File: src/rtl/jcce_pkg.sv
package jcce_pkg;

    // Cable command byte bits.
    localparam logic [7:0] PIN_TCK         = 8'h01;
    localparam logic [7:0] PIN_TMS         = 8'h02;
    localparam logic [7:0] PIN_TDI         = 8'h10;
    localparam logic [7:0] PIN_OE          = 8'h20;
    localparam logic [7:0] FLAG_READ       = 8'h40;
    localparam logic [7:0] FLAG_BYTE_SHIFT = 8'h80;

    // Result kinds on the output stream.
    localparam logic KIND_COMMAND = 1'b0;
    localparam logic KIND_TDO     = 1'b1;

    // Which word the datapath loads into the output register.
    typedef enum logic [2:0] {
        SEL_HDR   = 3'd0,
        SEL_DATA  = 3'd1,
        SEL_BIT   = 3'd2,
        SEL_BANG  = 3'd3,
        SEL_REPLY = 3'd4
    } t_sel;

    typedef struct packed {
        logic accept;
        logic emit;
        t_sel sel;
        logic clear;
    } t_dp_cmd;

    typedef struct packed {
        logic can_emit;
        logic is_reply;
        logic buffered;
        logic scan_end;
        logic full;
        logic has_whole;
        logic has_left;
        logic bang;
        logic data_last;
        logic bit_last;
        logic phase;
    } t_dp_sts;

endpackage

File: src/rtl/jtag_cable_command_encoder.sv
// Each item is accepted in the idle state and evaluated in the next state; then
// its output words are loaded into the output register one after another.
// The first word reaches the output register from the emit state that follows evaluation.
// Words leave at one per cycle while the receiver is ready, set by the single output register.
// i_rst_n is synchronous and empties the shift buffer at once; no clearing pass.
module jtag_cable_command_encoder
    import jcce_pkg::*;
#(
    parameter int MAX_SHIFT_BYTES = 32
) (
    input  logic        i_clk,
    input  logic        i_rst_n,
    input  logic        i_s_axis_tvalid,
    output logic        o_s_axis_tready,
    input  logic [15:0] i_s_axis_tdata,  // tms_level, tdi_level, want_tdo, reply_byte[7:0], zeros
    input  logic [0:0]  i_s_axis_tuser,  // cmd
    input  logic        i_s_axis_tlast,  // scan_end
    output logic        o_m_axis_tvalid,
    input  logic        i_m_axis_tready,
    output logic [15:0] o_m_axis_tdata,  // command_byte[7:0], tdo_value, zeros
    output logic [0:0]  o_m_axis_tuser,  // kind
    output logic        o_m_axis_tlast   // last_of_run
);

    t_dp_cmd dp_cmd;
    t_dp_sts dp_sts;

    jcce_ctrl u_ctrl (
        .i_clk    (i_clk),
        .i_rst_n  (i_rst_n),
        .i_s_valid(i_s_axis_tvalid),
        .o_s_ready(o_s_axis_tready),
        .i_sts    (dp_sts),
        .o_cmd    (dp_cmd)
    );

    jcce_dp #(
        .MAX_SHIFT_BYTES(MAX_SHIFT_BYTES)
    ) u_dp (
        .i_clk     (i_clk),
        .i_rst_n   (i_rst_n),
        .i_cmd     (dp_cmd),
        .o_sts     (dp_sts),
        .i_s_tdata (i_s_axis_tdata),
        .i_s_tuser (i_s_axis_tuser[0]),
        .i_s_tlast (i_s_axis_tlast),
        .o_m_tvalid(o_m_axis_tvalid),
        .i_m_tready(i_m_axis_tready),
        .o_m_tdata (o_m_axis_tdata),
        .o_m_tuser (o_m_axis_tuser[0]),
        .o_m_tlast (o_m_axis_tlast)
    );

endmodule

File: src/rtl/jcce_ram.sv
module jcce_ram #(
    parameter int WIDTH = 8,
    parameter int DEPTH = 32
) (
    input  logic                                  i_clk,
    input  logic                                  i_we,
    input  logic [(DEPTH > 1 ? $clog2(DEPTH) : 1)-1:0] i_waddr,
    input  logic [WIDTH-1:0]                      i_wdata,
    input  logic                                  i_re,
    input  logic [(DEPTH > 1 ? $clog2(DEPTH) : 1)-1:0] i_raddr,
    output logic [WIDTH-1:0]                      o_rdata
);

    logic [WIDTH-1:0] r_mem [DEPTH];
    logic [WIDTH-1:0] r_rdata;

    always_ff @(posedge i_clk) begin
        if (i_we) begin
            r_mem[i_waddr] <= i_wdata;
        end
        if (i_re) begin
            r_rdata <= r_mem[i_raddr];
        end
    end

    assign o_rdata = r_rdata;

endmodule

File: src/rtl/jcce_ctrl.sv
module jcce_ctrl
    import jcce_pkg::*;
(
    input  logic    i_clk,
    input  logic    i_rst_n,
    input  logic    i_s_valid,
    output logic    o_s_ready,
    input  t_dp_sts i_sts,
    output t_dp_cmd o_cmd
);

    typedef enum logic [6:0] {
        ST_IDLE  = 7'b0000001,
        ST_EVAL  = 7'b0000010,
        ST_HDR   = 7'b0000100,
        ST_DATA  = 7'b0001000,
        ST_BITS  = 7'b0010000,
        ST_BANG  = 7'b0100000,
        ST_REPLY = 7'b1000000
    } t_state;

    t_state r_state;
    t_state n_state;

    always_ff @(posedge i_clk) begin
        if (!i_rst_n) begin
            r_state <= ST_IDLE;
        end else begin
            r_state <= n_state;
        end
    end

    assign o_s_ready = (r_state == ST_IDLE);

    always_comb begin
        n_state      = r_state;
        o_cmd.accept = 1'b0;
        o_cmd.emit   = 1'b0;
        o_cmd.sel    = SEL_HDR;
        o_cmd.clear  = 1'b0;
        case (r_state)
            ST_IDLE: begin
                if (i_s_valid) begin
                    o_cmd.accept = 1'b1;
                    n_state      = ST_EVAL;
                end
            end
            ST_EVAL: begin
                if (i_sts.is_reply) begin
                    n_state = ST_REPLY;
                end else if (i_sts.buffered && !i_sts.full && !i_sts.scan_end) begin
                    n_state = ST_IDLE;
                end else if (i_sts.has_whole) begin
                    n_state = ST_HDR;
                end else if (i_sts.has_left) begin
                    n_state = ST_BITS;
                end else if (i_sts.bang) begin
                    n_state = ST_BANG;
                end else begin
                    // Flush of an empty buffer with nothing to send.
                    o_cmd.clear = 1'b1;
                    n_state     = ST_IDLE;
                end
            end
            ST_HDR: begin
                o_cmd.sel = SEL_HDR;
                if (i_sts.can_emit) begin
                    o_cmd.emit = 1'b1;
                    n_state    = ST_DATA;
                end
            end
            ST_DATA: begin
                o_cmd.sel = SEL_DATA;
                if (i_sts.can_emit) begin
                    o_cmd.emit = 1'b1;
                    if (i_sts.data_last) begin
                        if (i_sts.has_left) begin
                            n_state = ST_BITS;
                        end else if (i_sts.bang) begin
                            n_state = ST_BANG;
                        end else begin
                            o_cmd.clear = 1'b1;
                            n_state     = ST_IDLE;
                        end
                    end
                end
            end
            ST_BITS: begin
                o_cmd.sel = SEL_BIT;
                if (i_sts.can_emit) begin
                    o_cmd.emit = 1'b1;
                    if (i_sts.phase && i_sts.bit_last) begin
                        if (i_sts.bang) begin
                            n_state = ST_BANG;
                        end else begin
                            o_cmd.clear = 1'b1;
                            n_state     = ST_IDLE;
                        end
                    end
                end
            end
            ST_BANG: begin
                o_cmd.sel = SEL_BANG;
                if (i_sts.can_emit) begin
                    o_cmd.emit = 1'b1;
                    if (i_sts.phase) begin
                        o_cmd.clear = 1'b1;
                        n_state     = ST_IDLE;
                    end
                end
            end
            ST_REPLY: begin
                o_cmd.sel = SEL_REPLY;
                if (i_sts.can_emit) begin
                    o_cmd.emit = 1'b1;
                    n_state    = ST_IDLE;
                end
            end
            default: begin
                n_state = ST_IDLE;
            end
        endcase
    end

endmodule

File: src/rtl/jcce_dp.sv
module jcce_dp
    import jcce_pkg::*;
#(
    parameter int MAX_SHIFT_BYTES = 32
) (
    input  logic        i_clk,
    input  logic        i_rst_n,
    input  t_dp_cmd     i_cmd,
    output t_dp_sts     o_sts,
    input  logic [15:0] i_s_tdata,
    input  logic        i_s_tuser,
    input  logic        i_s_tlast,
    output logic        o_m_tvalid,
    input  logic        i_m_tready,
    output logic [15:0] o_m_tdata,
    output logic        o_m_tuser,
    output logic        o_m_tlast
);

    localparam int CW = $clog2(MAX_SHIFT_BYTES * 8 + 1);
    localparam int WW = CW - 3;
    localparam int IW = (MAX_SHIFT_BYTES > 1) ? $clog2(MAX_SHIFT_BYTES) : 1;
    localparam logic [CW-1:0] FULL_COUNT = CW'(MAX_SHIFT_BYTES * 8);

    // Buffer of pending shift cycles: whole bytes in the RAM, partial byte here.
    logic [CW-1:0] r_cnt;
    logic [7:0]    r_acc;
    logic [7:0]    n_acc;

    // Latched item.
    logic r_cmd, r_tms, r_tdi, r_rd, r_end, r_tdo;

    // Flush sequencing.
    logic [IW-1:0] r_rptr;
    logic [WW-1:0] r_sent;
    logic [2:0]    r_bit;
    logic          r_ph;

    // Output register.
    logic       r_ovalid;
    logic       r_kind;
    logic [7:0] r_byte;
    logic       r_otdo;
    logic       r_last;

    logic       in_buf;
    logic       ram_we;
    logic       ram_re;
    logic [7:0] ram_rdata;
    logic [WW-1:0] whole;
    logic [2:0] left;
    logic       bang;
    logic       data_last;
    logic       bit_last;
    logic       can_emit;
    logic [7:0] bit_pins;
    logic [7:0] bang_pins;
    logic [7:0] e_byte;
    logic       e_last;

    assign in_buf = !i_s_tuser && !i_s_tdata[0] && !i_s_tdata[2];
    assign n_acc  = r_acc | (i_s_tdata[1] ? (8'h01 << r_cnt[2:0]) : 8'h00);
    assign ram_we = i_cmd.accept && in_buf && (r_cnt[2:0] == 3'd7);

    assign whole     = r_cnt[CW-1:3];
    assign left      = r_cnt[2:0];
    assign bang      = !r_cmd && (r_tms || r_rd);
    assign data_last = (r_sent == (whole - WW'(1)));
    assign bit_last  = (r_bit == (left - 3'd1));
    assign can_emit  = !r_ovalid || i_m_tready;

    assign ram_re = i_cmd.emit && ((i_cmd.sel == SEL_HDR) ||
                    ((i_cmd.sel == SEL_DATA) && !data_last));

    jcce_ram #(
        .WIDTH(8),
        .DEPTH(MAX_SHIFT_BYTES)
    ) u_ram (
        .i_clk  (i_clk),
        .i_we   (ram_we),
        .i_waddr(r_cnt[3 +: IW]),
        .i_wdata(n_acc),
        .i_re   (ram_re),
        .i_raddr(r_rptr),
        .o_rdata(ram_rdata)
    );

    assign bit_pins  = PIN_OE | (r_acc[r_bit] ? PIN_TDI : 8'h00);
    assign bang_pins = PIN_OE | (r_tms ? PIN_TMS : 8'h00) | (r_tdi ? PIN_TDI : 8'h00);

    always_comb begin
        e_byte = 8'h00;
        e_last = 1'b0;
        case (i_cmd.sel)
            SEL_HDR: begin
                e_byte = FLAG_BYTE_SHIFT | 8'(whole);
            end
            SEL_DATA: begin
                e_byte = ram_rdata;
                e_last = data_last && (left == 3'd0) && !bang;
            end
            SEL_BIT: begin
                e_byte = r_ph ? (bit_pins | PIN_TCK) : bit_pins;
                e_last = r_ph && bit_last && !bang;
            end
            SEL_BANG: begin
                e_byte = r_ph ? (bang_pins | PIN_TCK) : (bang_pins | (r_rd ? FLAG_READ : 8'h00));
                e_last = r_ph;
            end
            SEL_REPLY: begin
                e_last = 1'b1;
            end
            default: begin
                e_byte = 8'h00;
                e_last = 1'b0;
            end
        endcase
    end

    always_ff @(posedge i_clk) begin
        if (!i_rst_n) begin
            r_cnt    <= '0;
            r_acc    <= '0;
            r_rptr   <= '0;
            r_sent   <= '0;
            r_bit    <= '0;
            r_ph     <= 1'b0;
            r_ovalid <= 1'b0;
        end else begin
            if (i_cmd.accept && in_buf) begin
                r_cnt <= r_cnt + CW'(1);
                r_acc <= (r_cnt[2:0] == 3'd7) ? 8'h00 : n_acc;
            end
            if (i_cmd.emit) begin
                r_ovalid <= 1'b1;
            end else if (i_m_tready) begin
                r_ovalid <= 1'b0;
            end
            if (ram_re) begin
                r_rptr <= r_rptr + IW'(1);
            end
            if (i_cmd.emit && (i_cmd.sel == SEL_DATA)) begin
                r_sent <= r_sent + WW'(1);
            end
            if (i_cmd.emit && ((i_cmd.sel == SEL_BIT) || (i_cmd.sel == SEL_BANG))) begin
                r_ph <= !r_ph;
                if ((i_cmd.sel == SEL_BIT) && r_ph) begin
                    r_bit <= r_bit + 3'd1;
                end
            end
            if (i_cmd.clear) begin
                r_cnt  <= '0;
                r_acc  <= '0;
                r_rptr <= '0;
                r_sent <= '0;
                r_bit  <= '0;
                r_ph   <= 1'b0;
            end
        end
    end

    always_ff @(posedge i_clk) begin
        if (i_cmd.accept) begin
            r_cmd <= i_s_tuser;
            r_tms <= i_s_tdata[0];
            r_tdi <= i_s_tdata[1];
            r_rd  <= i_s_tdata[2];
            r_tdo <= i_s_tdata[3];
            r_end <= i_s_tlast;
        end
        if (i_cmd.emit) begin
            r_kind <= (i_cmd.sel == SEL_REPLY) ? KIND_TDO : KIND_COMMAND;
            r_byte <= e_byte;
            r_otdo <= (i_cmd.sel == SEL_REPLY) ? r_tdo : 1'b0;
            r_last <= e_last;
        end
    end

    assign o_sts.can_emit  = can_emit;
    assign o_sts.is_reply  = r_cmd;
    assign o_sts.buffered  = !r_cmd && !r_tms && !r_rd;
    assign o_sts.scan_end  = r_end;
    assign o_sts.full      = (r_cnt == FULL_COUNT);
    assign o_sts.has_whole = (whole != '0);
    assign o_sts.has_left  = (left != 3'd0);
    assign o_sts.bang      = bang;
    assign o_sts.data_last = data_last;
    assign o_sts.bit_last  = bit_last;
    assign o_sts.phase     = r_ph;

    assign o_m_tvalid = r_ovalid;
    assign o_m_tdata  = {7'd0, r_otdo, r_byte};
    assign o_m_tuser  = r_kind;
    assign o_m_tlast  = r_last;

endmodule

File: config.mk
export PLATFORM = sky130hd
export DESIGN_NAME = jtag_cable_command_encoder
export DESIGN_NICKNAME = d
export VERILOG_FILES = /design/src/rtl/jcce_pkg.sv /design/src/rtl/jtag_cable_command_encoder.sv /design/src/rtl/jcce_ram.sv /design/src/rtl/jcce_ctrl.sv /design/src/rtl/jcce_dp.sv
export SDC_FILE = /design/constraint.sdc
export NUM_CORES = 1
export LEC_CHECK = 0
export BUFFER_PORTS_ARGS = -buffer_cell sky130_fd_sc_hd__clkbuf_2
export CAP_MARGIN = 30
export CORE_MARGIN = 3
export CORE_UTILIZATION = 56
export DETAILED_ROUTE_END_ITERATION = 10
export PLACE_DENSITY_LB_ADDON = 0.08
export SYNTH_ARGS = -nofsm -noshare
export SYNTH_HDL_FRONTEND = slang
export SYNTH_HIERARCHICAL = 1
export SYNTH_SLANG_ARGS = --single-unit
export TNS_END_PERCENT = 5
File: constraint.sdc
create_clock -name i_clk -period 3.38 [get_ports i_clk]
set_input_delay 1.014 -clock i_clk [delete_from_list [all_inputs] [get_ports i_clk]]
set_output_delay 1.014 -clock i_clk [all_outputs]
set_load 0.02 [all_outputs]
Word level (Yosys, flattened, before mapping)
Memories as Yosys holds them, arrays and structs flattened. A register that Yosys moved wholly into a read port is not among the register bits.
Cells that the tools add are included.
{"block": "word_totals", "regBits": 57, "ram_bits": 256, "output_inout_bits": 20, "elab_cells": 145, "n_memories": 1}
{"name": "u_dp.u_ram.r_mem", "words": 32, "word_bits": 8, "read_ports": 1, "rd_clocked_by_memory_dff": 1, "wr": 1, "line_no": "jcce_ram.sv:14", "source": "logic [WIDTH-1:0] r_mem [DEPTH];"}
{"block": "op_classes", "add_sub_neg": 6, "n_lt_le_gt_ge": 1, "eq_ne": 24, "shifts": 1, "n_mux": 48, "bitwise_logic": 4, "reduce_logical": 42}
{"cell": "7-bit two-way mux", "count": 13}
{"cell": "7-bit one-hot mux with 7 select lines", "count": 1}
{"cell": "8-bit one-hot mux with 4 select lines", "count": 1}
{"cell": "8-bit two-way mux", "count": 3}
{"cell": "8-bit bitwise OR", "count": 3}
{"cell": "1-bit two-way mux", "count": 21}
{"cell": "4-bit one-hot mux with 5 select lines", "count": 1}
{"cell": "1-bit logical AND", "count": 18}
{"cell": "2-bit by 1-bit inequality test with 1-bit output, second input constant", "count": 8}
{"cell": "1-bit logical NOT", "count": 12}
{"cell": "6-bit two-way mux", "count": 2}
{"cell": "5-bit two-way mux", "count": 2}
{"cell": "9-bit by 1-bit adder with 9-bit output, second input constant", "count": 1}
{"cell": "9-bit == test, second input constant", "count": 1}
{"cell": "9-bit AND reduction", "count": 1}
{"cell": "1-bit one-hot mux with 4 select lines", "count": 2}
{"cell": "1-bit by 3-bit << shifter with 8-bit output, first input constant", "count": 1}
{"cell": "7-bit by 1-bit == test with 1-bit output, second input constant", "count": 1}
{"cell": "7-bit by 2-bit == test with 1-bit output, second input constant", "count": 1}
{"cell": "7-bit by 3-bit == test with 1-bit output, second input constant", "count": 1}
{"cell": "7-bit by 4-bit == test with 1-bit output, second input constant", "count": 1}
{"cell": "7-bit by 5-bit == test with 1-bit output, second input constant", "count": 1}
{"cell": "7-bit by 6-bit == test with 1-bit output, second input constant", "count": 1}
{"cell": "7-bit == test, second input constant", "count": 1}
{"cell": "other kinds (22)", "count": 28}

Longest topological paths before layout
Gate-level depths: netlist (run 1).
{"block": "depth", "word_depth": 9, "depth_mapped": 15, "depth_no_buf": 13}

Hierarchy
Netlist (run 1), hierarchy kept.
{"mod": "jcce_ram", "n_inst": 1, "cells_per_inst": 417, "area_each_um2": 10133.5, "seq_area_each_um2": 7927.6}
{"mod": "jcce_dp", "n_inst": 1, "cells_per_inst": 275, "area_each_um2": 2696.3, "seq_area_each_um2": 1171.1}
{"mod": "jcce_ctrl", "n_inst": 1, "cells_per_inst": 81, "area_each_um2": 621.8, "seq_area_each_um2": 140.1}

Least setup slack after synthesis (run 1)
Ideal clock, no wire load.
{"block": "synth_path", "path_type": "reg2reg", "start": "register u_ctrl.r_state[2]", "end": "memory u_dp.u_ram.r_mem[28][0], enable pin", "setup_time_ns": 0.370, "t_arrival_ns": 3.016, "required_time_ns": 3.010, "slack_ns": -0.007, "path_stages_with_launch": 11, "n_path_buf": 2, "period_less_slack_ns": 3.387, "path_cell_list": "dfxtp_1 -> buf_2 -> nor3_2 -> nand4b_1 -> inv_1 -> and2_1 -> nor4b_4 -> and2_1 -> or3b_2 -> clkbuf_1 -> nor2_1"}
{"element": "start: declaration", "line_no": "jcce_ctrl.sv:22", "source": "t_state r_state;"}
{"element": "start signal: assignment", "line_no": "jcce_ctrl.sv:29", "source": "r_state <= n_state;"}
{"element": "end: declaration", "line_no": "jcce_ram.sv:14"}

==> out/qor.tcl, run 1 <==
set qor(cp_common_cell) {sky130_fd_sc_hd__and2_1}
set qor(fin_crit_ns) 3.08
set qor(design.die.area_mm2) 0.0259
set qor(timing.final.setup_violations) 0
set qor(placed_cell_area_mm2) 0.0141
set qor(syn_area_per_cell_um2) 17.4
set qor(required_time_at_the_endpoint_of_the_critical_path_ns) 3.58
set qor(drc_errors) 0
set qor(synth_cell_type_count) 65
set qor(clock_tree.buffer_depth) 3
set qor(setup.worst_path.start_class) {flip-flop}
set qor(pin_count_of_the_biggest_net_entering_global_routing) 69
set qor(netlist.top_cell.by_area) {sky130_fd_sc_hd__edfxtp_1}
set qor(syn_to_final_growth_pct) 13.0
set qor(holdPathEnd) {u_dp/r_acc[7]$_SDFFE_PP0P_}
set qor(cts.hold.buffers_added) 0
set qor(htree_levels) 2
set qor(power.static_leakage_nw) 4.74
set qor(synth.area.top_cells) {sky130_fd_sc_hd__edfxtp_1, sky130_fd_sc_hd__mux4_2, sky130_fd_sc_hd__dfxtp_1, sky130_fd_sc_hd__nor2_1, sky130_fd_sc_hd__buf_4}
set qor(detailed_route_via_count) 7044
set qor(ir_drop_mv) 0.451
set qor(critPathBufInv) 2
set qor(initial_core_util_pct) 57.1
set qor(cap_viol_max_count) 0
set qor(crit_arrival_ns) 3.28
set qor(critical_path.reg2reg.startpoint) {u_ctrl/r_state[3]$_SDFFE_PN0P_}
set qor(post-route-cell-area_mm2) 0.0152
set qor(final_hold_viol_count) 0
set qor(num_clock_sinks) 321
set qor(report.final.slew_viol_count) 0
set qor(floorplan.io_pins) 42
set qor(skew_ns) 0.0105
set qor(max_clock_freq_mhz) 325
set qor(drive_gt1_share_pct) 27.6
set qor(yosys_warnings) 6
set qor(crit_path_max_fanout) 8
set qor(ff2ff_setup_slack_ns) 0.30
set qor(grt_use_total_pct) 21.3
set qor(dp.final_hpwl_um) 16900
set qor(worst_setup_end_kind) {flip-flop}
set qor(clock_latency_ns) 0.50
set qor(post_cts.resized_instances) 0
set qor(ant_nets) 0
set qor(first_pass_grt_wire_length_um) 41700
set qor(wl_per_cell_um) 22.8
set qor(port_buffers) 22
set qor(layout.cells.most_common) {sky130_fd_sc_hd__edfxtp_1}
set qor(synth_enable_flop_cells) 281
set qor(yosys_register_bits) 321
set qor(clk_pin_slew_worst_paths_ns) 0.06
set qor(fp-row-count) 56
set qor(gpl.final_weighted_congestion) 0.852
set qor(antennaDiodeCount) 0
set qor(power_density_mw_per_mm2) 544
set qor(rsz_0062_raised_after_global_routing) {no}
set qor(postRouteWirelength_um) 27000
set qor(crit_share_post_route_pct) 91.2
set qor(relSlewSlack_pct) 39.6
set qor(critPathSlowestCell) {sky130_fd_sc_hd__or3b_2}
set qor(result_of_the_run) {finished, final reports clean}
set qor(first_pass_iters) 5
set qor(nets) 877
set qor(post-route-util_pct) 64.6
set qor(crit_type) {flip-flop to flip-flop}
set qor(drt-vias-per-instance) 5.94
set qor(chipWidth_um) 161
set qor(chipHeight_um) 161
set qor(cts_setup_buffers) 0
set qor(drt_iter0_drc) 793
set qor(postSynth.topFlopCell) {sky130_fd_sc_hd__edfxtp_1}
set qor(worst_r2r_endpoint) {u_dp/u_ram/r_mem[20][6]$_DFFE_PP_}
set qor(postSynth.asyncResetShare_pct) 0
set qor(cp_cell_sequence) {nor3_2, nand4b_1, inv_1, and2_1, nor4b_4, and2_1, or3b_2, nor2_1, buf_4}
set qor(path_delay_family) {simple AND/OR/NAND/NOR gates}
set qor(setup-tns-final_ns) 0
set qor(antenna_violations_before_repair) 0
set qor(fp.coreArea_mm2) 0.0235
set qor(count_of_cells_along_the_worst_hold_path) 2
set qor(min_delay_path_class) {flip-flop to flip-flop}
set qor(grt_pass1_vias) 7168
set qor(reg2reg_depth) 9
set qor(cts_tree) {built}
set qor(most-common-layout-cells) {sky130_fd_sc_hd__edfxtp_1, sky130_fd_sc_hd__mux4_2, sky130_fd_sc_hd__nor2_1}
set qor(synth_cells) 773
set qor(cts-root-buf) {sky130_fd_sc_hd__clkbuf_16}
set qor(tritoncts.num_buffers) 34
set qor(holdCritStartpoint) {u_dp/r_acc[7]$_SDFFE_PP0P_}
set qor(worst_slew_pin_slew_ns) 0.905
set qor(synth_area_mm2) 0.0135
set qor(synth-seq-area-share_pct) 68.7
set qor(globalRouteOverflowTotal) 0
set qor(synth_top_area_share_pct) 62.7
set qor(slowest_delay_ns) 0.61
synth_stat cells, types with 3 or more instances:
cell type / number
sky130_fd_sc_hd__edfxtp_1: 281
sky130_fd_sc_hd__mux4_2: 83
sky130_fd_sc_hd__nor2_1: 76
sky130_fd_sc_hd__dfxtp_1: 40
sky130_fd_sc_hd__nand2_1: 26
sky130_fd_sc_hd__buf_4: 21
sky130_fd_sc_hd__clkbuf_1: 16
sky130_fd_sc_hd__xnor2_1: 16
sky130_fd_sc_hd__ha_1: 12
sky130_fd_sc_hd__inv_1: 12
sky130_fd_sc_hd__mux2i_1: 12
sky130_fd_sc_hd__xor2_1: 12
sky130_fd_sc_hd__nand3_1: 11
sky130_fd_sc_hd__a21oi_1: 10
sky130_fd_sc_hd__mux2_2: 9
sky130_fd_sc_hd__nand2b_1: 9
sky130_fd_sc_hd__nor2b_1: 9
sky130_fd_sc_hd__nor3_1: 9
sky130_fd_sc_hd__o21ai_0: 8
sky130_fd_sc_hd__and2_1: 6
sky130_fd_sc_hd__and3_1: 6
sky130_fd_sc_hd__buf_1: 6
sky130_fd_sc_hd__nand3b_1: 5
sky130_fd_sc_hd__nand4_1: 5
sky130_fd_sc_hd__or3b_2: 5
sky130_fd_sc_hd__a211oi_1: 4
sky130_fd_sc_hd__a21o_1: 4
sky130_fd_sc_hd__a31oi_1: 4
sky130_fd_sc_hd__buf_2: 4
sky130_fd_sc_hd__buf_6: 4
sky130_fd_sc_hd__or3_1: 4
sky130_fd_sc_hd__a31o_2: 3
sky130_fd_sc_hd__nand4b_1: 3
worst reg2reg max path, cell delays in order, from the launching register on:
cell	delay (ns)
sky130_fd_sc_hd__dfxtp_1	0.39
sky130_fd_sc_hd__nor3_2	0.32
sky130_fd_sc_hd__nand4b_1	0.24
sky130_fd_sc_hd__inv_1	0.14
sky130_fd_sc_hd__and2_1	0.16
sky130_fd_sc_hd__nor4b_4	0.29
sky130_fd_sc_hd__and2_1	0.28
sky130_fd_sc_hd__or3b_2	0.61
sky130_fd_sc_hd__nor2_1	0.15
sky130_fd_sc_hd__buf_4	0.20
cells by family after synthesis:
kind of cell / after synthesis / share of synthesized area, %
compound gates: 55 / 2.88
mux: 104 / 15.5
fa+ha+maj: 12 / 1.12
xor+xnor: 28 / 1.82
simple gates: 188 / 7.22
flops: 321 / 68.7
buf+inv: 64 / 2.71
other cells: 1 / 0.0279
registers in the layout, indices dropped and copies added (netlist names), 3 cells and up:
register / cells
u_dp/r_cnt: 9
u_dp/r_acc: 8
u_dp/r_bit: 3
u_dp/u_ram/r_mem: 256
u_ctrl/r_state: 7
u_dp/r_sent: 6
u_dp/u_ram/o_rdata: 8
u_dp/r_rptr: 5
u_dp/r_byte: 8
worst max path at each step:
| stage | from | end | slack (ns) | depth (start not counted) |
|---|---|---|---|---|
| after floorplan | u_ctrl/r_state[2]$_SDFFE_PN0P_ | u_dp/u_ram/r_mem[28][0]$_DFFE_PP_ | -0.007 | 10 |
| after global placement | i_s_axis_tvalid | u_dp/u_ram/r_mem[0][0]$_DFFE_PP_ | 0.30 | 7 |
| after detailed placement | i_s_axis_tvalid | u_dp/u_ram/r_mem[20][0]$_DFFE_PP_ | 0.25 | 7 |
| after CTS | u_ctrl/r_state[3]$_SDFFE_PN0P_ | u_dp/u_ram/r_mem[20][0]$_DFFE_PP_ | 0.27 | 9 |
| after global routing | u_ctrl/r_state[3]$_SDFFE_PN0P_ | u_dp/u_ram/r_mem[20][7]$_DFFE_PP_ | 0.08 | 9 |
| final | u_ctrl/r_state[3]$_SDFFE_PN0P_ | u_dp/u_ram/r_mem[20][6]$_DFFE_PP_ | 0.30 | 9 |
report_power, final:
group          switching, W  internal [W]  leakage (nW)
Sequential        0.0000249       0.00431          2.70
Clock               0.00145       0.00213         0.521
Combinational      0.000223      0.000133          1.52
stage by stage:
step	instances	total power, W	setup slack (ns)	hold WS [ns]
global route	1185	0.00856	0.0838	0.520
finish	1185	0.00827	0.299	0.462
detailed placement	1126	0.00478	0.255	0.459
global placement	1126	0.00477	0.296	0.456
floorplan	779	0.00470	-0.00656	0.427
CTS	1185	0.00835	0.271	0.467
cell type report:
type / instances / area (µm²)
clock inverter: 18 / 175
tap: 319 / 399
clock buffer: 41 / 898
multi-input combinational: 394 / 3870
timing repair buffer: 80 / 571
inverter: 12 / 45.0
sequential: 321 / 9240
fill: 1662 / 8340
per-layer routing:
layer / wire (µm) / track usage (%)
met1: 11600 / 29.9
met2: 13100 / 34.3
met3: 1510 / 3.72
met4: 811 / 7.47
met5: 0 / 0
No activity file was read; power rests on OpenSTA's default activity.
==> run 2, diff against run 1 <==
GPL_ROUTABILITY_DRIVEN = 0   (was unset)
clock period = 2.62 ns   (was 3.38 ns; I/O delays follow)
==> out/qor.tcl, run 2 (synthesis results as in run 1) <==
set qor(power_density_mw_per_mm2) 691 ;# +27%
set qor(ff2ff_setup_slack_ns) -0.03 ;# -0.33 ns
set qor(ir_drop_mv) 0.549 ;# +22%
set qor(skew_ns) 0.0145 ;# +0.00401 ns
set qor(required_time_at_the_endpoint_of_the_critical_path_ns) 3.04 ;# -0.54 ns
set qor(result_of_the_run) {finished, violations left}
set qor(slowest_delay_ns) 0.49 ;# -0.12 ns
set qor(crit_share_post_route_pct) 101 ;# +10 points
set qor(fp.coreArea_mm2) 0.0235 ;# unchanged
set qor(cts_tree) {built}
set qor(filler_cell_count) 1627 ;# -2.1%
set qor(worst_r2r_endpoint) {u_dp/r_rptr[3]$_SDFFE_PP0P_}
set qor(drive_gt1_share_pct) 33.4 ;# +5.8 points
set qor(rsz_0062_raised_after_global_routing) {yes}
set qor(fin_worst_hold_slack_ns) 0.466 ;# +0.00421 ns
set qor(initial_core_util_pct) 57.1 ;# unchanged
set qor(most-common-layout-cells) {sky130_fd_sc_hd__edfxtp_1, sky130_fd_sc_hd__buf_4, sky130_fd_sc_hd__mux4_2}
set qor(top_register) {u_dp/u_ram/r_mem}
set qor(post-route-util_pct) 66.8 ;# +2.3 points
set qor(postRouteWirelength_um) 28300 ;# +4.6%
set qor(finalWorstSetupSlack_ns) -0.0322 ;# -0.331 ns
set qor(antenna_violations_before_repair) 0 ;# unchanged
set qor(crit_path_max_fanout) 6 ;# -2
set qor(ant_nets) 0 ;# unchanged
set qor(critPathSlowestCell) {sky130_fd_sc_hd__or3b_2}
set qor(critPathBufInv) 2 ;# unchanged
set qor(drt_iter0_drc) 695 ;# -12%
set qor(relSlewSlack_pct) 49.8 ;# +10 points
set qor(grt_pass1_vias) 7471 ;# +4.2%
set qor(violations_in_the_final_reports) {setup timing}
set qor(crit_arrival_ns) 3.07 ;# -0.21 ns
set qor(reg2reg_depth) 12 ;# +3
set qor(path_delay_family) {simple AND/OR/NAND/NOR gates}
set qor(cp_cell_sequence) {inv_1, ha_1, nor2b_1, and3_2, or3b_2, nand4_1, o21a_1, o32ai_4, nor2b_2, buf_4, nand2_1, mux2i_1}
set qor(globalRouteOverflowTotal) 0 ;# unchanged
set qor(layout.cells.most_common) {sky130_fd_sc_hd__edfxtp_1}
set qor(worst_slew_pin_slew_ns) 0.753 ;# -0.152 ns
set qor(timing.final.setup_violations) 3 ;# +3
set qor(syn_to_final_growth_pct) 17.0
set qor(cts-root-buf) {sky130_fd_sc_hd__clkbuf_16}
set qor(count_of_cells_along_the_worst_hold_path) 1 ;# -1
set qor(report.final.slew_viol_count) 0 ;# unchanged
set qor(chipWidth_um) 161 ;# unchanged
set qor(htree_levels) 2 ;# unchanged
set qor(first_pass_iters) 5 ;# unchanged
set qor(antennaDiodeCount) 0 ;# unchanged
set qor(dp.final_hpwl_um) 17800 ;# +5.0%
set qor(final_hold_viol_count) 0 ;# unchanged
set qor(fin_crit_ns) 2.65 ;# -0.429 ns
set qor(holdCritStartpoint) {i_s_axis_tdata[3]}
set qor(power.static_leakage_nw) 4.98 ;# +5.0%
set qor(holdPathEnd) {u_dp/r_tdo$_DFFE_PP_}
set qor(grt_use_total_pct) 22.2 ;# +0.97 points
set qor(floorplan.io_pins) 42 ;# unchanged
set qor(first_pass_grt_wire_length_um) 43800 ;# +5.1%
set qor(pin_count_of_the_biggest_net_entering_global_routing) 36 ;# -48%
set qor(detailed_route_via_count) 7298 ;# +3.6%
set qor(fp-row-count) 56 ;# unchanged
set qor(tritoncts.num_buffers) 34 ;# unchanged
set qor(drt-vias-per-instance) 5.96 ;# +0.22%
set qor(cap_viol_max_count) 0 ;# unchanged
set qor(max_clock_freq_mhz) 377 ;# +16%
set qor(drc_errors) 0 ;# unchanged
set qor(chipHeight_um) 161 ;# unchanged
set qor(port_buffers) 22 ;# unchanged
set qor(wl_per_cell_um) 23.1 ;# +1.2%
set qor(nets) 916 ;# +4.4%
set qor(clk_pin_slew_worst_paths_ns) 0.06 ;# about the same
set qor(setup.worst_path.start_class) {flip-flop}
set qor(critical_path.reg2reg.startpoint) {u_dp/r_cnt[0]$_SDFFE_PP0P_}
set qor(clock_latency_ns) 0.51 ;# about the same
set qor(min_delay_path_class) {input port to flip-flop}
set qor(crit_type) {flip-flop to flip-flop}
set qor(clock_tree.buffer_depth) 3 ;# unchanged
set qor(largestRegisters) {u_dp/u_ram/r_mem (256), u_dp/r_cnt (9)}
set qor(largest_register_ff_count) 256 ;# unchanged
set qor(design.die.area_mm2) 0.0259 ;# unchanged
set qor(num_clock_sinks) 321 ;# unchanged
set qor(worst_setup_end_kind) {flip-flop}
set qor(setup-tns-final_ns) -0.0662 ;# -0.0662 ns
## run 2: cell count changes in the layout (fill, tap and decap cells not counted), moves of 5 or more
cell	delta
sky130_fd_sc_hd__buf_4	+31
sky130_fd_sc_hd__buf_12	+5
sky130_fd_sc_hd__clkinv_1	+5
sky130_fd_sc_hd__nor2_4	+8
sky130_fd_sc_hd__nor2_1	-10
## run 2: repair_timing
item | in CTS | in global routing
pin swaps | 16 | 5
hold buffers | 0 | 0
hold endpoints to repair | 0 | 0
setup buffers | 4 | 0
setup endpoints to repair | 96 | 96
resized for setup | 19 | 2
## run 2: final cells by class
type / instances / area [µm²] / area share, %
sequential: 321 / 9250 / 58.8
multi-input combinational: 394 / 4020 / 25.5
timing repair buffer: 119 / 941 / 5.98
clock buffer: 39 / 891 / 5.66
tap: 319 / 399 / 2.54
clock inverter: 21 / 195 / 1.24
inverter: 12 / 45.0 / 0.286
## run 2: metrics by stage
step	setup WS [ns]	instances	instance area, µm²	power [W]
2_1_floorplan	-0.222	779	13600	0.00607
3_3_place_gp	-0.316	1160	14500	0.00624
3_5_place_dp	-0.313	1160	14500	0.00626
4_1_cts	-0.0484	1224	15700	0.0110
5_1_grt	-0.166	1225	15700	0.0112
6_report	-0.0322	1225	15700	0.0109
## run 2: where the power goes
group / internal, W / total, W / switching [W]
combinational: 0.000252 / 0.000589 / 0.000338
clock: 0.00282 / 0.00469 / 0.00187
sequential: 0.00557 / 0.00560 / 0.0000295
total: 0.00864 / 0.0109 / 0.00223
## run 2: how the worst max path moves through the flow
stage,startpoint,endpoint,cells past startpoint,slack [ns]
final,u_dp/r_cnt[0]$_SDFFE_PP0P_,u_dp/r_rptr[3]$_SDFFE_PP0P_,12,-0.03
after global routing,u_dp/r_cnt[4]$_SDFFE_PP0P_,u_dp/r_rptr[2]$_SDFFE_PP0P_,12,-0.17
after CTS,u_dp/r_cnt[4]$_SDFFE_PP0P_,u_dp/r_rptr[2]$_SDFFE_PP0P_,12,-0.05
after detailed placement,u_dp/r_cnt[3]$_SDFFE_PP0P_,u_dp/r_acc[1]$_SDFFE_PP0P_,13,-0.31
after global placement,u_dp/r_cnt[3]$_SDFFE_PP0P_,u_dp/r_acc[2]$_SDFFE_PP0P_,13,-0.32
after floorplan,u_ctrl/r_state[3]$_SDFFE_PN0P_,u_dp/u_ram/r_mem[24][0]$_DFFE_PP_,10,-0.22
## run 2: per-layer routing
| metal | vias up | GRT usage, % | routed length (µm) |
|---|---|---|---|
| li1 | 3237 | - | - |
| met1 | 3758 | 31.0 | 11900 |
| met2 | 252 | 36.8 | 14000 |
| met3 | 51 | 3.92 | 1670 |
| met4 | 0 | 6.45 | 717 |
| met5 | - | 0 | 0 |
==> run 3, diff against run 2 <==
ABC_AREA = 1   (was unset)
CORE_MARGIN = unset   (was 3)
CTS_BUF_LIST = sky130_fd_sc_hd__clkbuf_4   (was unset)
==> out/qor.tcl, run 3 <==
set qor(result_of_the_run) {finished, final reports clean}
set qor(design.die.area_mm2) 0.0262 ;# +1.1%
set qor(cts_setup_buffers) 0 ;# -4
set qor(skew_ns) 0.0463 ;# +0.0318 ns
set qor(clock_tree.buffer_depth) 3 ;# unchanged
set qor(count_of_cells_along_the_worst_hold_path) 1 ;# unchanged
set qor(rsz_0062_raised_after_global_routing) {yes}
set qor(layout.cells.most_common) {sky130_fd_sc_hd__nand2_1}
set qor(filler_cell_count) 2121 ;# +30%
set qor(netlist_top_cells_count) {sky130_fd_sc_hd__nand2_1, sky130_fd_sc_hd__edfxtp_1, sky130_fd_sc_hd__nand3_1}
set qor(synth.area.top_cells) {sky130_fd_sc_hd__edfxtp_1, sky130_fd_sc_hd__nand2_1, sky130_fd_sc_hd__nand3_1, sky130_fd_sc_hd__dfxtp_1, sky130_fd_sc_hd__nor2_1}
set qor(report.power.total_w) 0.0128 ;# +17%
set qor(crit_type) {flip-flop to output pin}
set qor(pin_count_of_the_biggest_net_entering_global_routing) 133 ;# +270%
set qor(ff2ff_setup_slack_ns) 0.24 ;# +0.27 ns
set qor(setup.worst_path.start_class) {flip-flop}
set qor(max_clock_freq_mhz) 402 ;# +6.7%
set qor(critPathSlowestCell) {sky130_fd_sc_hd__dfxtp_1}
set qor(worst_slew_pin_slew_ns) 0.745 ;# -0.00755 ns
set qor(cp_common_cell) {sky130_fd_sc_hd__inv_1}
set qor(floorplan.io_pins) 42 ;# unchanged
set qor(fp-row-count) 58 ;# +3.6%
set qor(largestRegisters) {u_dp/u_ram/r_mem (256), u_dp/r_cnt (9)}
set qor(globalRouteOverflowTotal) 0 ;# unchanged
set qor(postSynth.topFlopCell) {sky130_fd_sc_hd__edfxtp_1}
set qor(yosys_warnings) 6 ;# unchanged
set qor(synth_cell_type_count) 33 ;# -49%
set qor(synth_enable_flop_cells) 281 ;# unchanged
set qor(largest_register_ff_count) 256 ;# unchanged
set qor(cts-root-buf) {sky130_fd_sc_hd__clkbuf_4}
set qor(nets) 1570 ;# +71%
set qor(final_hold_viol_count) 0 ;# unchanged
set qor(synth-seq-area-share_pct) 64.5 ;# -4.2 points
set qor(first_pass_grt_wire_length_um) 50400 ;# +15%
set qor(syn_area_per_cell_um2) 10.2 ;# -41%
set qor(wl_per_cell_um) 16.7 ;# -28%
set qor(slowest_delay_ns) 0.34 ;# -0.15 ns
set qor(crit_path_max_fanout) 4 ;# -2
set qor(placed_cell_area_mm2) 0.0151 ;# +4.3%
set qor(drt_iter0_drc) 853 ;# +23%
set qor(preCtsSetupSlack_ns) -0.240 ;# +0.0729 ns
set qor(cp_cell_sequence) {nor2_4, inv_1, nor2_2, nand2_2, inv_1, clkbuf_2}
set qor(drc_errors) 0 ;# unchanged
set qor(post-route-cell-area_mm2) 0.0162 ;# +2.8%
set qor(fin_crit_ns) 2.49 ;# -0.166 ns
set qor(htree_levels) 3 ;# +1
set qor(clock_latency_ns) 0.70 ;# +0.19 ns
set qor(grt_use_total_pct) 25.5 ;# +3.2 points
set qor(cts.hold.buffers_added) 0 ;# unchanged
set qor(detailed_route_via_count) 10156 ;# +39%
set qor(relSlewSlack_pct) 50.2 ;# +0.45 points
set qor(dp.final_hpwl_um) 20300 ;# +14%
set qor(timing.final.setup_violations) 0 ;# -3
set qor(port_buffers) 22 ;# unchanged
set qor(power_density_mw_per_mm2) 790 ;# +14%
set qor(cts_tree) {built}
set qor(crit_share_post_route_pct) 94.9 ;# -6.3 points
set qor(most-common-layout-cells) {sky130_fd_sc_hd__nand2_1, sky130_fd_sc_hd__edfxtp_1, sky130_fd_sc_hd__nand3_1}
set qor(grt_pass1_vias) 9590 ;# +28%
set qor(yosys_register_bits) 321 ;# unchanged
set qor(cap_viol_max_count) 0 ;# unchanged
set qor(top_register) {u_dp/u_ram/r_mem}
set qor(synth_top_area_share_pct) 58.9 ;# -3.8 points
set qor(fp.coreArea_mm2) 0.0251 ;# +6.7%
set qor(postSynth.asyncResetShare_pct) 0 ;# unchanged
set qor(postRouteWirelength_um) 32100 ;# +14%
set qor(antenna_violations_before_repair) 1 ;# +1
set qor(initial_core_util_pct) 57.0 ;# -0.12 points
set qor(worst_setup_end_kind) {output pin}
set qor(finalWorstSetupSlack_ns) 0.133 ;# +0.166 ns
set qor(syn_to_final_growth_pct) 13.0
set qor(tritoncts.num_buffers) 81 ;# +140%
set qor(crit_arrival_ns) 1.70 ;# -1.37 ns
set qor(power.static_leakage_nw) 6.58 ;# +32%
set qor(first_pass_iters) 5 ;# unchanged
set qor(clk_pin_slew_worst_paths_ns) 0.06 ;# about the same
set qor(chipHeight_um) 162 ;# +0.57%
set qor(drt-vias-per-instance) 5.29 ;# -11%
set qor(synth_cells) 1402 ;# +81%
set qor(synth_area_mm2) 0.0143 ;# +6.4%
set qor(netlist.top_cell.by_area) {sky130_fd_sc_hd__edfxtp_1}
set qor(synth_most_common_cell) {sky130_fd_sc_hd__nand2_1}
set qor(chipWidth_um) 162 ;# +0.57%
set qor(report.final.slew_viol_count) 0 ;# unchanged
set qor(min_delay_path_class) {input port to flip-flop}
set qor(ir_drop_mv) 0.473 ;# -14%
set qor(required_time_at_the_endpoint_of_the_critical_path_ns) 1.83 ;# -1.21 ns
set qor(drive_gt1_share_pct) 17.7 ;# -16 points
set qor(num_clock_sinks) 321 ;# unchanged
set qor(ant_nets) 0 ;# unchanged
set qor(reg2reg_depth) 10 ;# -2
run 3: cell families (layout without fill, tap and decap cells):
kind of cell,count (synthesis),after routing,share of synthesized area [%]
buffers and inverters,158,340,6.08
DFF,321,321,64.5
AOI/OAI and AO/OA,71,71,2.62
other,1,8,0.0262
and+or+nand+nor,832,832,25.3
adders and majority gates,12,12,1.05
xor gates and xnor gates,7,7,0.428
run 3: layout make-up:
class	count	area [µm²]	share of cell area, %
Timing Repair Buffer	116	898	5.55
Clock buffer	118	886	5.48
Antenna cell	1	2.50	0.0155
Inverter	87	328	2.03
Sequential cell	321	9240	57.1
Multi-Input combinational cell	929	4260	26.4
Tap cell	330	413	2.55
Clock inverter	19	143	0.882
run 3: final timing paths:
check	from	end
setup reg to reg	u_ctrl/r_state[4]$_SDFFE_PN0P_	u_dp/u_ram/o_rdata[3]$_DFFE_PP_
setup / recovery	u_ctrl/r_state[2]$_SDFFE_PN0P_	o_s_axis_tready
hold / removal	i_s_axis_tlast	u_dp/r_end$_DFFE_PP_
hold reg to reg	u_dp/r_acc[2]$_SDFFE_PP0P_	u_dp/r_acc[2]$_SDFFE_PP0P_
run 3: power breakdown:
part | internal, W | total [W] | switching [W]
Combinational | 0.000848 | 0.00278 | 0.00193
Clock | 0.00226 | 0.00419 | 0.00193
Sequential | 0.00572 | 0.00580 | 0.0000842
Total | 0.00882 | 0.0128 | 0.00395
run 3: critical path: cells and delay by family, from the launching register on:
family / cells / cell delay, ns
simple gates: 3 / 0.38
flops: 1 / 0.34
buf+inv: 3 / 0.28
run 3: layer usage:
metal  vias up  share of wire, %  track usage, %
li1       5066                 -               -
met1      4757                44            33.9
met2       289                49            41.9
met3        44               6.1            5.26
met4         0               1.7            8.15
met5         -                 0               0
run 3: through the flow:
step	setup TNS, ns	hold WS, ns	utilization (%)	instances
6_report	0	0.266	64.4	1921
5_1_grt	-0.0510	0.203	64.4	1921
4_1_cts	0	0.219	64.4	1920
3_5_place_dp	-3.17	0.459	60.2	1783
3_3_place_gp	-2.32	0.453	60.1	1782
2_1_floorplan	-18.62	0.420	-	1408
run 3: repair_timing:
| item | CTS | global route |
|---|---|---|
| pin swaps | 0 | 1 |
| gates cloned | 0 | 0 |
| gates resized for setup | 1 | 5 |
| endpoints found under the setup margin | 23 | 30 |
